### src/rtl/bounded_deque_with_search_assert.svh
// ----------------------------------------------------------------------------
// bounded_deque_with_search_assert.svh
// assertion macros for the deque top level, clocked on clk, reset by rst_n
// ----------------------------------------------------------------------------
`ifndef BOUNDED_DEQUE_WITH_SEARCH_ASSERT_SVH
`define BOUNDED_DEQUE_WITH_SEARCH_ASSERT_SVH

// same-cycle implication
`define BDQ_CHECK_IMP(label, ante, cons, msg) \
  label: assert property (@(posedge clk) disable iff (!rst_n) (ante) |-> (cons)) \
    else $error(msg);

// next-cycle implication
`define BDQ_CHECK_NXT(label, ante, cons, msg) \
  label: assert property (@(posedge clk) disable iff (!rst_n) (ante) |=> (cons)) \
    else $error(msg);

`endif

### src/rtl/bdq_pkg.sv
// ----------------------------------------------------------------------------
// bdq_pkg
// types, codes and ring helpers for the bounded deque with search
// ----------------------------------------------------------------------------
`default_nettype none

package bdq_pkg;

  localparam int DEPTH  = 16;
  localparam int IDX_W  = $clog2(DEPTH);
  localparam int CNT_W  = $clog2(DEPTH + 1);
  localparam int VAL_W  = 32;
  localparam int OP_W   = 3;
  localparam int ST_W   = 2;
  localparam int LEN_W  = 5;

  // command queue between front and back, power of two deep
  localparam int QD     = 2;
  localparam int QPTR_W = $clog2(QD);
  localparam int QCNT_W = $clog2(QD + 1);

  localparam logic [OP_W-1:0] OP_PUSH_FRONT = 3'd0;
  localparam logic [OP_W-1:0] OP_PUSH_BACK  = 3'd1;
  localparam logic [OP_W-1:0] OP_POP_FRONT  = 3'd2;
  localparam logic [OP_W-1:0] OP_POP_BACK   = 3'd3;
  localparam logic [OP_W-1:0] OP_SEARCH     = 3'd4;

  localparam logic [ST_W-1:0] ST_OK    = 2'd0;
  localparam logic [ST_W-1:0] ST_FULL  = 2'd1;
  localparam logic [ST_W-1:0] ST_EMPTY = 2'd2;

  typedef enum logic [2:0] {
    CLS_PUSH_FRONT,
    CLS_PUSH_BACK,
    CLS_POP_FRONT,
    CLS_POP_BACK,
    CLS_SEARCH,
    CLS_NOP
  } bdq_cls_t;

  typedef enum logic [1:0] {
    BK_IDLE,
    BK_POP_RD,
    BK_SCAN
  } bdq_bk_state_t;

  typedef struct packed {
    logic [OP_W-1:0]         operation;
    logic signed [VAL_W-1:0] value;
  } bdq_in_t;

  typedef struct packed {
    logic signed [VAL_W-1:0] popped_value;
    logic                    found;
    logic [ST_W-1:0]         status;
    logic [LEN_W-1:0]        length;
  } bdq_out_t;

  typedef struct packed {
    bdq_cls_t                cls;
    logic signed [VAL_W-1:0] value;
  } bdq_cmd_t;

  // ring position offs places after base, both below DEPTH
  function automatic logic [IDX_W-1:0] ring_add(input logic [IDX_W-1:0] base,
                                                input logic [IDX_W-1:0] offs);
    logic [IDX_W:0] sum;
    sum = {1'b0, base} + {1'b0, offs};
    if (sum >= (IDX_W+1)'(DEPTH)) begin
      sum = sum - (IDX_W+1)'(DEPTH);
    end
    return sum[IDX_W-1:0];
  endfunction

  // ring position just before base
  function automatic logic [IDX_W-1:0] ring_prev(input logic [IDX_W-1:0] base);
    return (base == '0) ? IDX_W'(DEPTH - 1) : base - IDX_W'(1);
  endfunction

endpackage

`default_nettype wire

### src/rtl/bdq_ram.sv
// ----------------------------------------------------------------------------
// bdq_ram
// generic single write, single read ram with registered read data
// ----------------------------------------------------------------------------
`default_nettype none

module bdq_ram #(
  parameter int WIDTH = 32,
  parameter int DEPTH = 16
) (
  input  wire logic                     clk,
  input  wire logic                     we,
  input  wire logic [$clog2(DEPTH)-1:0] waddr,
  input  wire logic [WIDTH-1:0]         wdata,
  input  wire logic [$clog2(DEPTH)-1:0] raddr,
  output logic      [WIDTH-1:0]         rdata
);

  logic [WIDTH-1:0] mem_r [DEPTH];

  always_ff @(posedge clk) begin
    if (we) begin
      mem_r[waddr] <= wdata;
    end
    rdata <= mem_r[raddr];
  end

endmodule

`default_nettype wire

### src/rtl/bdq_front.sv
// ----------------------------------------------------------------------------
// bdq_front
// takes command beats, classifies the operation code, queues the commands
// ----------------------------------------------------------------------------
`default_nettype none

module bdq_front import bdq_pkg::*; (
  input  wire logic     clk,
  input  wire logic     rst_n,
  input  wire logic     start,
  output logic          busy,
  input  wire bdq_in_t  in_item,
  output logic          q_valid,
  output bdq_cmd_t      q_head,
  input  wire logic     q_pop
);

  bdq_cmd_t            q_mem_r [QD];
  logic [QPTR_W-1:0]   wr_ptr_r, wr_ptr_nxt;
  logic [QPTR_W-1:0]   rd_ptr_r, rd_ptr_nxt;
  logic [QCNT_W-1:0]   cnt_r, cnt_nxt;
  logic                push;
  bdq_cmd_t            cmd_in;

  // decode
  always_comb begin
    cmd_in.value = in_item.value;
    unique case (in_item.operation)
      OP_PUSH_FRONT: cmd_in.cls = CLS_PUSH_FRONT;
      OP_PUSH_BACK:  cmd_in.cls = CLS_PUSH_BACK;
      OP_POP_FRONT:  cmd_in.cls = CLS_POP_FRONT;
      OP_POP_BACK:   cmd_in.cls = CLS_POP_BACK;
      OP_SEARCH:     cmd_in.cls = CLS_SEARCH;
      default:       cmd_in.cls = CLS_NOP;
    endcase
  end

  assign busy    = (cnt_r == QCNT_W'(QD));
  assign push    = start && !busy;
  assign q_valid = (cnt_r != '0);
  assign q_head  = q_mem_r[rd_ptr_r];

  always_comb begin
    wr_ptr_nxt = push ? wr_ptr_r + QPTR_W'(1) : wr_ptr_r;
    rd_ptr_nxt = q_pop ? rd_ptr_r + QPTR_W'(1) : rd_ptr_r;
    cnt_nxt    = cnt_r;
    if (push && !q_pop) begin
      cnt_nxt = cnt_r + QCNT_W'(1);
    end else if (!push && q_pop) begin
      cnt_nxt = cnt_r - QCNT_W'(1);
    end
  end

  always_ff @(posedge clk) begin
    if (!rst_n) begin
      wr_ptr_r <= '0;
      rd_ptr_r <= '0;
      cnt_r    <= '0;
    end else begin
      wr_ptr_r <= wr_ptr_nxt;
      rd_ptr_r <= rd_ptr_nxt;
      cnt_r    <= cnt_nxt;
    end
  end

  always_ff @(posedge clk) begin
    if (push) begin
      q_mem_r[wr_ptr_r] <= cmd_in;
    end
  end

endmodule

`default_nettype wire

### src/rtl/bdq_back.sv
// ----------------------------------------------------------------------------
// bdq_back
// executes queued commands against the ring store and registers results
// ----------------------------------------------------------------------------
`default_nettype none

module bdq_back import bdq_pkg::*; (
  input  wire logic     clk,
  input  wire logic     rst_n,
  input  wire logic     q_valid,
  input  wire bdq_cmd_t q_head,
  output logic          q_pop,
  output logic          out_strobe,
  output bdq_out_t      out_item
);

  bdq_bk_state_t     state_r, state_nxt;
  logic [IDX_W-1:0]  front_r, front_nxt;
  logic [CNT_W-1:0]  count_r, count_nxt;
  logic [CNT_W-1:0]  iss_r, iss_nxt;
  bdq_cmd_t          cmd_r, cmd_nxt;
  logic              out_valid_r, out_valid_nxt;
  bdq_out_t          out_r, out_nxt;

  logic              ram_we;
  logic [IDX_W-1:0]  ram_waddr;
  logic [IDX_W-1:0]  ram_raddr;
  logic [VAL_W-1:0]  ram_rdata;

  logic              full;
  logic              empty;
  logic              match;
  logic              scan_last;
  logic [CNT_W-1:0]  cnt_m1;

  assign full      = (count_r == CNT_W'(DEPTH));
  assign empty     = (count_r == '0);
  assign match     = (ram_rdata == cmd_r.value);
  assign scan_last = (iss_r == count_r);
  assign cnt_m1    = count_r - CNT_W'(1);

  bdq_ram #(.WIDTH(VAL_W), .DEPTH(DEPTH)) u_store (
    .clk   (clk),
    .we    (ram_we),
    .waddr (ram_waddr),
    .wdata (q_head.value),
    .raddr (ram_raddr),
    .rdata (ram_rdata)
  );

  // next state
  always_comb begin
    state_nxt = state_r;
    unique case (state_r)
      BK_IDLE: begin
        if (q_valid) begin
          unique case (q_head.cls) inside
            CLS_POP_FRONT, CLS_POP_BACK: state_nxt = empty ? BK_IDLE : BK_POP_RD;
            CLS_SEARCH:                  state_nxt = empty ? BK_IDLE : BK_SCAN;
            default:                     state_nxt = BK_IDLE;
          endcase
        end
      end
      BK_POP_RD: state_nxt = BK_IDLE;
      BK_SCAN: begin
        if (match || scan_last) begin
          state_nxt = BK_IDLE;
        end
      end
      default: state_nxt = BK_IDLE;
    endcase
  end

  // datapath and store control
  always_comb begin
    front_nxt     = front_r;
    count_nxt     = count_r;
    iss_nxt       = iss_r;
    cmd_nxt       = cmd_r;
    out_valid_nxt = 1'b0;
    out_nxt       = out_r;
    q_pop         = 1'b0;
    ram_we        = 1'b0;
    ram_waddr     = front_r;
    ram_raddr     = front_r;

    unique case (state_r)
      BK_IDLE: begin
        if (q_valid) begin
          q_pop                = 1'b1;
          cmd_nxt              = q_head;
          out_nxt.popped_value = '0;
          out_nxt.found        = 1'b0;
          out_nxt.status       = ST_OK;
          unique case (q_head.cls)
            CLS_PUSH_FRONT: begin
              out_valid_nxt = 1'b1;
              if (full) begin
                out_nxt.status = ST_FULL;
              end else begin
                ram_we    = 1'b1;
                ram_waddr = ring_prev(front_r);
                front_nxt = ring_prev(front_r);
                count_nxt = count_r + CNT_W'(1);
              end
            end
            CLS_PUSH_BACK: begin
              out_valid_nxt = 1'b1;
              if (full) begin
                out_nxt.status = ST_FULL;
              end else begin
                ram_we    = 1'b1;
                ram_waddr = ring_add(front_r, count_r[IDX_W-1:0]);
                count_nxt = count_r + CNT_W'(1);
              end
            end
            CLS_POP_FRONT: begin
              if (empty) begin
                out_valid_nxt  = 1'b1;
                out_nxt.status = ST_EMPTY;
              end
            end
            CLS_POP_BACK: begin
              ram_raddr = ring_add(front_r, cnt_m1[IDX_W-1:0]);
              if (empty) begin
                out_valid_nxt  = 1'b1;
                out_nxt.status = ST_EMPTY;
              end
            end
            CLS_SEARCH: begin
              iss_nxt = CNT_W'(1);
              if (empty) begin
                out_valid_nxt = 1'b1;
              end
            end
            default: out_valid_nxt = 1'b1;
          endcase
        end
      end
      BK_POP_RD: begin
        out_valid_nxt        = 1'b1;
        out_nxt.popped_value = ram_rdata;
        count_nxt            = cnt_m1;
        if (cmd_r.cls == CLS_POP_FRONT) begin
          front_nxt = ring_add(front_r, IDX_W'(1));
        end
      end
      BK_SCAN: begin
        if (match || scan_last) begin
          out_valid_nxt = 1'b1;
          out_nxt.found = match;
        end else begin
          ram_raddr = ring_add(front_r, iss_r[IDX_W-1:0]);
          iss_nxt   = iss_r + CNT_W'(1);
        end
      end
      default: ;
    endcase

    out_nxt.length = LEN_W'(count_nxt);
  end

  always_ff @(posedge clk) begin
    if (!rst_n) begin
      state_r     <= BK_IDLE;
      front_r     <= '0;
      count_r     <= '0;
      out_valid_r <= 1'b0;
    end else begin
      state_r     <= state_nxt;
      front_r     <= front_nxt;
      count_r     <= count_nxt;
      out_valid_r <= out_valid_nxt;
    end
  end

  always_ff @(posedge clk) begin
    iss_r <= iss_nxt;
    cmd_r <= cmd_nxt;
    out_r <= out_nxt;
  end

  assign out_strobe = out_valid_r;
  assign out_item   = out_r;

endmodule

`default_nettype wire

### src/rtl/bounded_deque_with_search.sv
// ----------------------------------------------------------------------------
// bounded_deque_with_search
// bounded double-ended queue of signed words with a linear membership search
// ----------------------------------------------------------------------------
// usage
//   command beat: drive in_item (operation, value) with start high; the beat
//   is taken at a clock edge where start is high and busy is low. busy rises
//   when the two-entry command queue is full.
//   result beat: out_strobe is high for exactly one cycle with out_item
//   (popped_value, found, status, length); one result per command, in order.
//   the receiver cannot stall, so results are never held back.
// back end work per command (queue in between)
//   push, bad opcode, refused pop, search on empty: done in the idle state
//   pop: a read state follows, for the registered read of the ring store
//   search: one stored word compared per cycle on the single store read
//   port, up to length words; the back end takes no new command meanwhile
//   a push beat is registered in the command queue, then in the result register
// reset
//   rst_n is synchronous, active low: queue empty, deque empty, front at 0;
//   the store contents are not cleared, only live words are ever read
// ----------------------------------------------------------------------------
`default_nettype none

`include "bounded_deque_with_search_assert.svh"

module bounded_deque_with_search import bdq_pkg::*; (
  input  wire logic    clk,
  input  wire logic    rst_n,
  input  wire logic    start,
  output logic         busy,
  input  wire bdq_in_t in_item,
  output logic         out_strobe,
  output bdq_out_t     out_item
);

  // command queue head from the front end
  logic     q_valid;
  bdq_cmd_t q_head;
  logic     q_pop;

  // front end: decode the opcode and queue the command
  bdq_front u_front (
    .clk     (clk),
    .rst_n   (rst_n),
    .start   (start),
    .busy    (busy),
    .in_item (in_item),
    .q_valid (q_valid),
    .q_head  (q_head),
    .q_pop   (q_pop)
  );

  // back end: ring store, front index, count, search scan, result register
  bdq_back u_back (
    .clk        (clk),
    .rst_n      (rst_n),
    .q_valid    (q_valid),
    .q_head     (q_head),
    .q_pop      (q_pop),
    .out_strobe (out_strobe),
    .out_item   (out_item)
  );

  // result beat classification for the checks below
  logic rsp_full;
  logic rsp_empty;
  logic rsp_cleared;

  assign rsp_full    = out_strobe && (out_item.status == ST_FULL);
  assign rsp_empty   = out_strobe && (out_item.status == ST_EMPTY);
  assign rsp_cleared = (out_item.length == '0) && (out_item.popped_value == '0);

  // length never passes the capacity
  `BDQ_CHECK_IMP(a_len_bound, out_strobe, out_item.length <= LEN_W'(DEPTH), "length beyond depth")

  // a refused push only happens on a full deque
  `BDQ_CHECK_IMP(a_full_len, rsp_full, out_item.length == LEN_W'(DEPTH), "full status, room left")

  // a refused pop leaves an empty deque and returns zero
  `BDQ_CHECK_IMP(a_empty_pop, rsp_empty, rsp_cleared, "empty status on nonempty deque")

  // a full command queue stays full until the back end takes a command
  `BDQ_CHECK_NXT(a_busy_hold, busy && !q_pop, busy, "busy dropped without a dequeue")

endmodule

`default_nettype wire
### config.mk
export PLATFORM = sky130hd
export DESIGN_NAME = bounded_deque_with_search
export DESIGN_NICKNAME = d
export VERILOG_FILES = /design/src/rtl/bdq_pkg.sv /design/src/rtl/bdq_ram.sv /design/src/rtl/bdq_front.sv /design/src/rtl/bdq_back.sv /design/src/rtl/bounded_deque_with_search.sv
export VERILOG_INCLUDE_DIRS = /design/src /design/src/rtl
export SDC_FILE = /design/constraint.sdc
export NUM_CORES = 1
export LEC_CHECK = 0
export BUFFER_PORTS_ARGS = -buffer_cell sky130_fd_sc_hd__buf_2
export CAP_MARGIN = 20
export CORE_UTILIZATION = 31
export CTS_CLUSTER_DIAMETER = 60
export DETAILED_ROUTE_END_ITERATION = 7
export GPL_TIMING_DRIVEN = 0
export PLACE_DENSITY_LB_ADDON = 0.3
export SYNTH_ARGS = -nofsm -noshare
export SYNTH_HDL_FRONTEND = slang
export SYNTH_SLANG_ARGS = --single-unit
export TNS_END_PERCENT = 5
### constraint.sdc
create_clock -name clk -period 4.43 [get_ports clk]
set_input_delay 0.2215 -clock clk [delete_from_list [all_inputs] [get_ports clk]]
set_output_delay 0.2215 -clock clk [all_outputs]
set_load 0.03 [all_outputs]
Word level (Yosys, flattened, before mapping). Memory sizes are Yosys's and may differ from the RTL's. A register that Yosys moved wholly into a read port is not among the register bits. Cells that the tools add are included.

Magnitude comparators: 4. Equal/unequal tests: 21. Shift operators: 0. Divide/modulo/power cells: 0. Add/sub/neg operators: 16. Reduce and logical (&&, ||, !) cells: 25. Muxes and demuxes: 59. Bitwise operators: 0. $mul: 0.

Operators with widths (count): $pmux W32 S2 (1); $mux W4 (15); $mux W35 (1); $eq A32 B32 Y1 (1); $mux W5 (6); $pmux W4 S2 (3); $ge A5 B5 Y1 const B (4); $pmux W5 S2 (2); $sub A4 B1 Y4 const B (5); $mux W1 (19); $add A4 B4 Y5 (3); $eq A3 B2 Y1 const B (5); $pmux W3 S5 (1); $mux W2 (6); $pmux W2 S2 (3); $add A5 B1 Y5 const B (2); $reduce_and A4 Y1 (2); $reduce_bool A2 Y1 (4); $eq A3 B1 Y1 const B (2); $eq A3 B3 Y1 const B (2); $logic_not A3 Y1 (2); $ne A2 B1 Y1 const B (3); $ne A2 B2 Y1 const B (3); $reduce_and A2 Y1 (3); other kinds (20) (27).

Bits in registers: 96. Bits in read-only memories: 0. Bits in latches: 0. Logic and storage cells: 141. Input bits: 38. Memories kept: 2. RAM bits: 582.

Memories: u_back.u_store.mem_r (words 16, width 32, rd ports 1, clocked after memory_dff 1, wr ports 1, line bdq_ram.sv:19) `logic [WIDTH-1:0] mem_r [DEPTH];`; u_front.q_mem_r (words 2, width 35, rd ports 1, clocked after memory_dff 1, wr ports 1, line bdq_front.sv:18) `bdq_cmd_t q_mem_r [QD];`.

Longest topological paths before layout.
Depth in word-level cells: 7. Gate-level depth with buffers: 13. Depth with buffers taken out: 12.

Modules after synthesis. A second synthesis with hierarchy kept.

Cell total of the unflattened synthesis: 1334. Area total of the unflattened synthesis: 27134.8 um^2.

Modules (own cells, without submodules): bdq_ram (instances 1, cells each 838, seq. area each 16015.4 um^2, area an instance 19835.3 um^2); bdq_back (instances 1, cells each 359, seq. area each 2592.5 um^2, area an instance 4509.3 um^2); bdq_front (instances 1, cells each 137, seq. area each 2202.1 um^2, area an instance 2790.2 um^2).

Least setup slack after synthesis. No wires, ideal clock.

Path kind: reg2reg. Start: register u_back.state_r[0]. End: memory u_back.u_store.mem_r[0][0], enable pin. Library setup time: 0.421 ns. Cell stages (with the launch flop): 10. Clock period less this slack: 4.478 ns. Required time: 4.009 ns. Path buffers: 2. Path slack: -0.048 ns. Arrival: 4.057 ns. Path through: dfxtp_1 > clkbuf_1 > or3_1 > buf_2 > inv_1 > nand2_1 > o21ai_0 > o21ai_0 > or2_2 > nor2_1.

Cells in the longest elaborated chain, start to end: 4.

Ends and longest elaborated chain: from (decl) (line bdq_back.sv:17) `bdq_bk_state_t state_r, state_nxt;`; from (signal assigned) (line bdq_back.sv:170) `state_r <= state_nxt;`; $logic_not A2 Y1 (*) (line bdq_back.sv:87) `unique case (state_r)`; $mux W1 (line bdq_back.sv:87); $mux W1 (line bdq_ram.sv:22) `if (we) begin`; $mux W1 (not written as such) (line bdq_ram.sv:23) `mem_r[waddr] <= wdata;`; to (decl) (line bdq_ram.sv:19).

Mark *: on every way between the ends. The rest lies on a longest branch, timed or not.

Worst setup path after layout.
Start: register u_back.cmd_r[25] in the netlist's numbering. End: register u_back.u_store.rdata[28], read port of u_back.u_store.mem_r.

Cells in the longest elaborated chain, start to end: 4.

Ends and longest elaborated chain: from (decl) (line bdq_back.sv:21) `bdq_cmd_t cmd_r, cmd_nxt;`; from (signal assigned) (line bdq_back.sv:179) `cmd_r <= cmd_nxt;`; $eq A32 B32 Y1 (line bdq_back.sv:38) `assign match = (ram_rdata == cmd_r.value);`; $logic_or A1 B1 Y1 (line bdq_back.sv:149) `if (match || scan_last) begin`; $mux W4 (line bdq_back.sv:149); $pmux W4 S2 (line bdq_back.sv:87); to (decl) (line bdq_ram.sv:16) `output logic [WIDTH-1:0] rdata`.

No other way between the ends. A chain may end at the register's enable or synchronous reset.

==> flow_summary_export.csv <==
group,metric,value,unit
drt,firstDrtPassIters,7,
worst_setup_path,reg2regPathDepth,10,
drt,wl,72300,um
worst_setup_path,start_kind,"register",
global_route,grt_max_degree,25,
worst_setup_path,crit_chain,"xnor2_1 -> nand4_1 -> nor4_4 -> a21o_1 -> a211o_1 -> buf_2 -> nand3_1 -> clkbuf_2 -> o22ai_1 -> or4_1",
drt,top_layer,"met4",
synth,yosys_warnings,0,
finish,antenna_cells,0,
global_route,antenna_found_initial,3,
synth,synth_seq_cells,711,
finish,layout-drive-gt1-share,0.173,
synth,synth_area,0.0276,sq mm
drt,ant_nets,0,
timing,finalSetupTns,0,ns
finish,multiInputGateArea,0.00649,sq mm
synth,synth_area_leader_cell,"edfxtp_1",
worst_setup_path,setup.worst_path.start,"u_back.cmd_r[25]",
timing,tightest_slew,0.992,ns
die,die_w,301,um
placed_design,gp_congestion,0.844,
drt,wl_met2,34000,um
timing,hold_viol_final,0,
timing,clock.fmax,0.230,GHz
worst_setup_path,critical_path.max_fanout,10,
worst_setup_path,worst_r2r_endpoint,"u_back.u_store.rdata[28]",
job,maxCapViolations,0,
synth,ys_seq_area_frac,0.753,
worst_setup_path,r2r_slack,0.09,ns
clock_network,cts_buffer_depth,3,
drt,drt-vias-per-instance,4.99,
synth,synth_top_area_share,0.714,
synth,synth_top_flop_cell,"edfxtp_1",
finish,fin_cells,3107,
die,die-area,0.0903,sq mm
worst_setup_path,critPathMaxStageDelay,0.65,ns
worst_setup_path,r2r_start,"u_back.cmd_r[25]",
worst_setup_path,path_buf_inv,2,
timing,fin_worst_skew,0.0270,ns
finish,final_common_cell,"edfxtp_1",
clock_network,cts-root-buf,"clkbuf_16",
worst_setup_path,crit_slowest_cell,"nor4_4",
die,start_util,0.313,
drt,vias,15503,
die,io_pins,80,
clock_network,cts.clk_slew.worst_paths,0.06,ns
timing,finalSetupViolations,0,
placed_design,port_buffers,79,
clock_network,postCtsSetupBuffers,0,
drt,wl_met1,31300,um
worst_setup_path,cp_top_family,"simple AND/OR/NAND/NOR gates",
run_status,violations,"DRC",
global_route,grt_pass1_vias,15573,
run_status,status,"complete, but fails checks",
drt,drt-initial-drc-count,1269,
worst_setup_path,critPathArrivalTime,4.92,ns
placed_design,place_inst,2925,
worst_setup_path,crit_type,"register to register",
drt,drc,2,
timing,relSlewSlack,0.332,
worst_setup_path,worst-endpoint-required,5.02,ns
worst_setup_path,critPathCapture,"u_back.u_store.rdata[28]",
placed_design,dp_hpwl,48200,um
synth,synthArstFlopShare,0,
die,rows,109,
finish,syn_to_final_growth,19.6,%
worst_setup_path,cp.depth,10,
timing,grt_setup_unrepaired,"false",
global_route,globalRoute.totalOverflow,0,
synth,avgSynthCellArea,16.6,sq um
hold_path,hold_path_class,"input pin to register",
synth,synth_area_leaders,"edfxtp_1 (71%), mux2i_1 (7.0%), dfxtp_1 (3.9%)",
synth,synth.distinct_cells,62,
clock_network,cts.sinks,711,
finish,n_fill_cell,8248,
clock_network,clock_latency,0.64,ns
power,power,20.7,mW
die,coreArea,0.0884,sq mm
clock_network,htree_levels,3,
clock_network,cts_tree,"done",
synth,netlist_instances,1661,
timing,fin_crit,4.34,ns
drt,wire_per_inst,23.3,um
die,dieHeight,301,um
power,p_leak,12.0,nW
drt,met3_length,5250,um
finish,final_cell_mix,"edfxtp_1 (657), mux2i_1 (192), buf_2 (100)",
synth,synth_edf_count,657,
power,power.density,626,mW/mm^2
timing,final_max_slew_viol_count,0,
clock_network,cts_buffers,80,
finish,final_nets,1935,
global_route,grt.total_usage,0.160,
timing,fin_crit_sh,0.980,
finish,final-seq-area,0.0208,sq mm
worst_setup_path,endpoint_kind,"register",
global_route,grt_pass1_wl,105000,um
power,vdd_ir_drop_max,0.000347,V
synth,synth_nets,1718,
## cells by family (layout without fill, tap and decap cells)
| family | count (synthesis) | after routing | share of synthesized area |
|---|---|---|---|
| adder cells (fa/ha/maj) | 19 | 19 | 0.00942 |
| flip-flops | 711 | 711 | 0.753 |
| XOR/XNOR | 52 | 52 | 0.0165 |
| multiplexers | 229 | 229 | 0.0846 |
| buffers and inverters | 107 | 388 | 0.0192 |
| AND/OR/NAND/NOR | 277 | 277 | 0.0524 |
| AO/OA/AOI/OAI | 266 | 266 | 0.0650 |
## cells in the mapped netlist, drive strengths merged, types with 2 or more instances
| cell type | count |
|---|---|
| a211o | 4 |
| a211oi | 4 |
| a21boi | 3 |
| a21o | 6 |
| a21oi | 79 |
| a221oi | 64 |
| a31o | 2 |
| a31oi | 2 |
| and2 | 46 |
| and3 | 4 |
| buf | 38 |
| clkbuf | 51 |
| dfxtp | 54 |
| edfxtp | 657 |
| fa | 3 |
| ha | 16 |
| inv | 18 |
| mux2 | 36 |
| mux2i | 193 |
| nand2 | 92 |
| nand2b | 4 |
| nand3 | 15 |
| nand4 | 12 |
| nor2 | 41 |
| nor2b | 4 |
| nor3 | 10 |
| nor4 | 5 |
| o211a | 2 |
| o211ai | 3 |
| o21a | 2 |
| o21ai | 17 |
| o22a | 2 |
| o22ai | 66 |
| or2 | 2 |
| or3 | 4 |
| or3b | 2 |
| or4 | 31 |
| xnor2 | 39 |
| xor2 | 13 |
## metrics by stage
step / area, sq um / hold slack, ns / utilization / worst slack, ns
finish: 33000 / 0.109 / 0.374 / 0.0904
floorplan: 27600 / 0.320 / - / -0.0481
global placement: 29500 / 0.413 / 0.334 / -3.15
CTS: 33000 / 0.0864 / 0.374 / 0.0632
detailed placement: 30100 / 0.413 / 0.340 / -0.761
global route: 33000 / 0.109 / 0.374 / 0.000817
## sequential cells by signal, summed over array words and instances, names as in the netlist, named ones only
name / cells
u_back.count_r: 5
u_back.iss_r: 5
u_back.out_strobe: 1
u_back.front_r: 4
u_back.u_store.mem_r: 512
u_back.state_r: 2
u_back.out_item: 40
u_front.q_mem_r: 70
u_back.u_store.rdata: 32
u_front.cnt_r: 2
u_front.wr_ptr_r: 1
u_front.rd_ptr_r: 1
u_back.cmd_r: 35
## metal layers
metal,up-vias,GRT usage
li1,6961,-
met1,7866,0.214
met2,574,0.256
met3,102,0.0374
met4,0,0.0491
met5,-,0
## final cells by class
cell class,count,share of cell area
plain buffers,88,0.0142
clock buffers,104,0.0662
clock inverters,42,0.0107
inverters,18,0.00204
multi-input cells,843,0.197
flip-flops and latches,711,0.630
well taps,1165,0.0441
repair buffers,136,0.0364
## timing repair
| action | in CTS | in global routing |
|---|---|---|
| resized for setup | 12 | 8 |
| pin swaps | 0 | 2 |
| gates cloned | 0 | 0 |
| hold buffers | 37 | 0 |
| endpoints found under the setup margin | 32 | 174 |
| hold endpoints to repair | 77 | 0 |
## worst min-delay path, cell delays in order
cell and delay [ns]:
buf_2 0.10, nand2_1 0.13, and2_1 0.15, o21a_1 0.11
## worst min-delay path by stage
| stage | startpoint | end | slack (ns) | cells after the start |
|---|---|---|---|---|
| after global placement | in_item[19] | u_front.q_mem_r[0][19] | 0.41 | 1 |
| after global routing | start | u_front.wr_ptr_r | 0.11 | 4 |
| after CTS | start | u_front.wr_ptr_r | 0.09 | 4 |
| final | start | u_front.wr_ptr_r | 0.11 | 4 |
| after floorplan | in_item[0] | u_front.q_mem_r[0][0] | 0.32 | 0 |
| after detailed placement | in_item[19] | u_front.q_mem_r[0][19] | 0.41 | 1 |
## where the power goes
| part | leakage, nW | total [mW] | internal, mW | switching [mW] |
|---|---|---|---|---|
| combinational | 4.29 | 5.25 | 1.73 | 3.52 |
| clock | 1.25 | 6.36 | 3.69 | 2.67 |
| sequential | 6.44 | 9.06 | 8.66 | 0.394 |
Note: power is estimated with default switching activity, not from simulation.
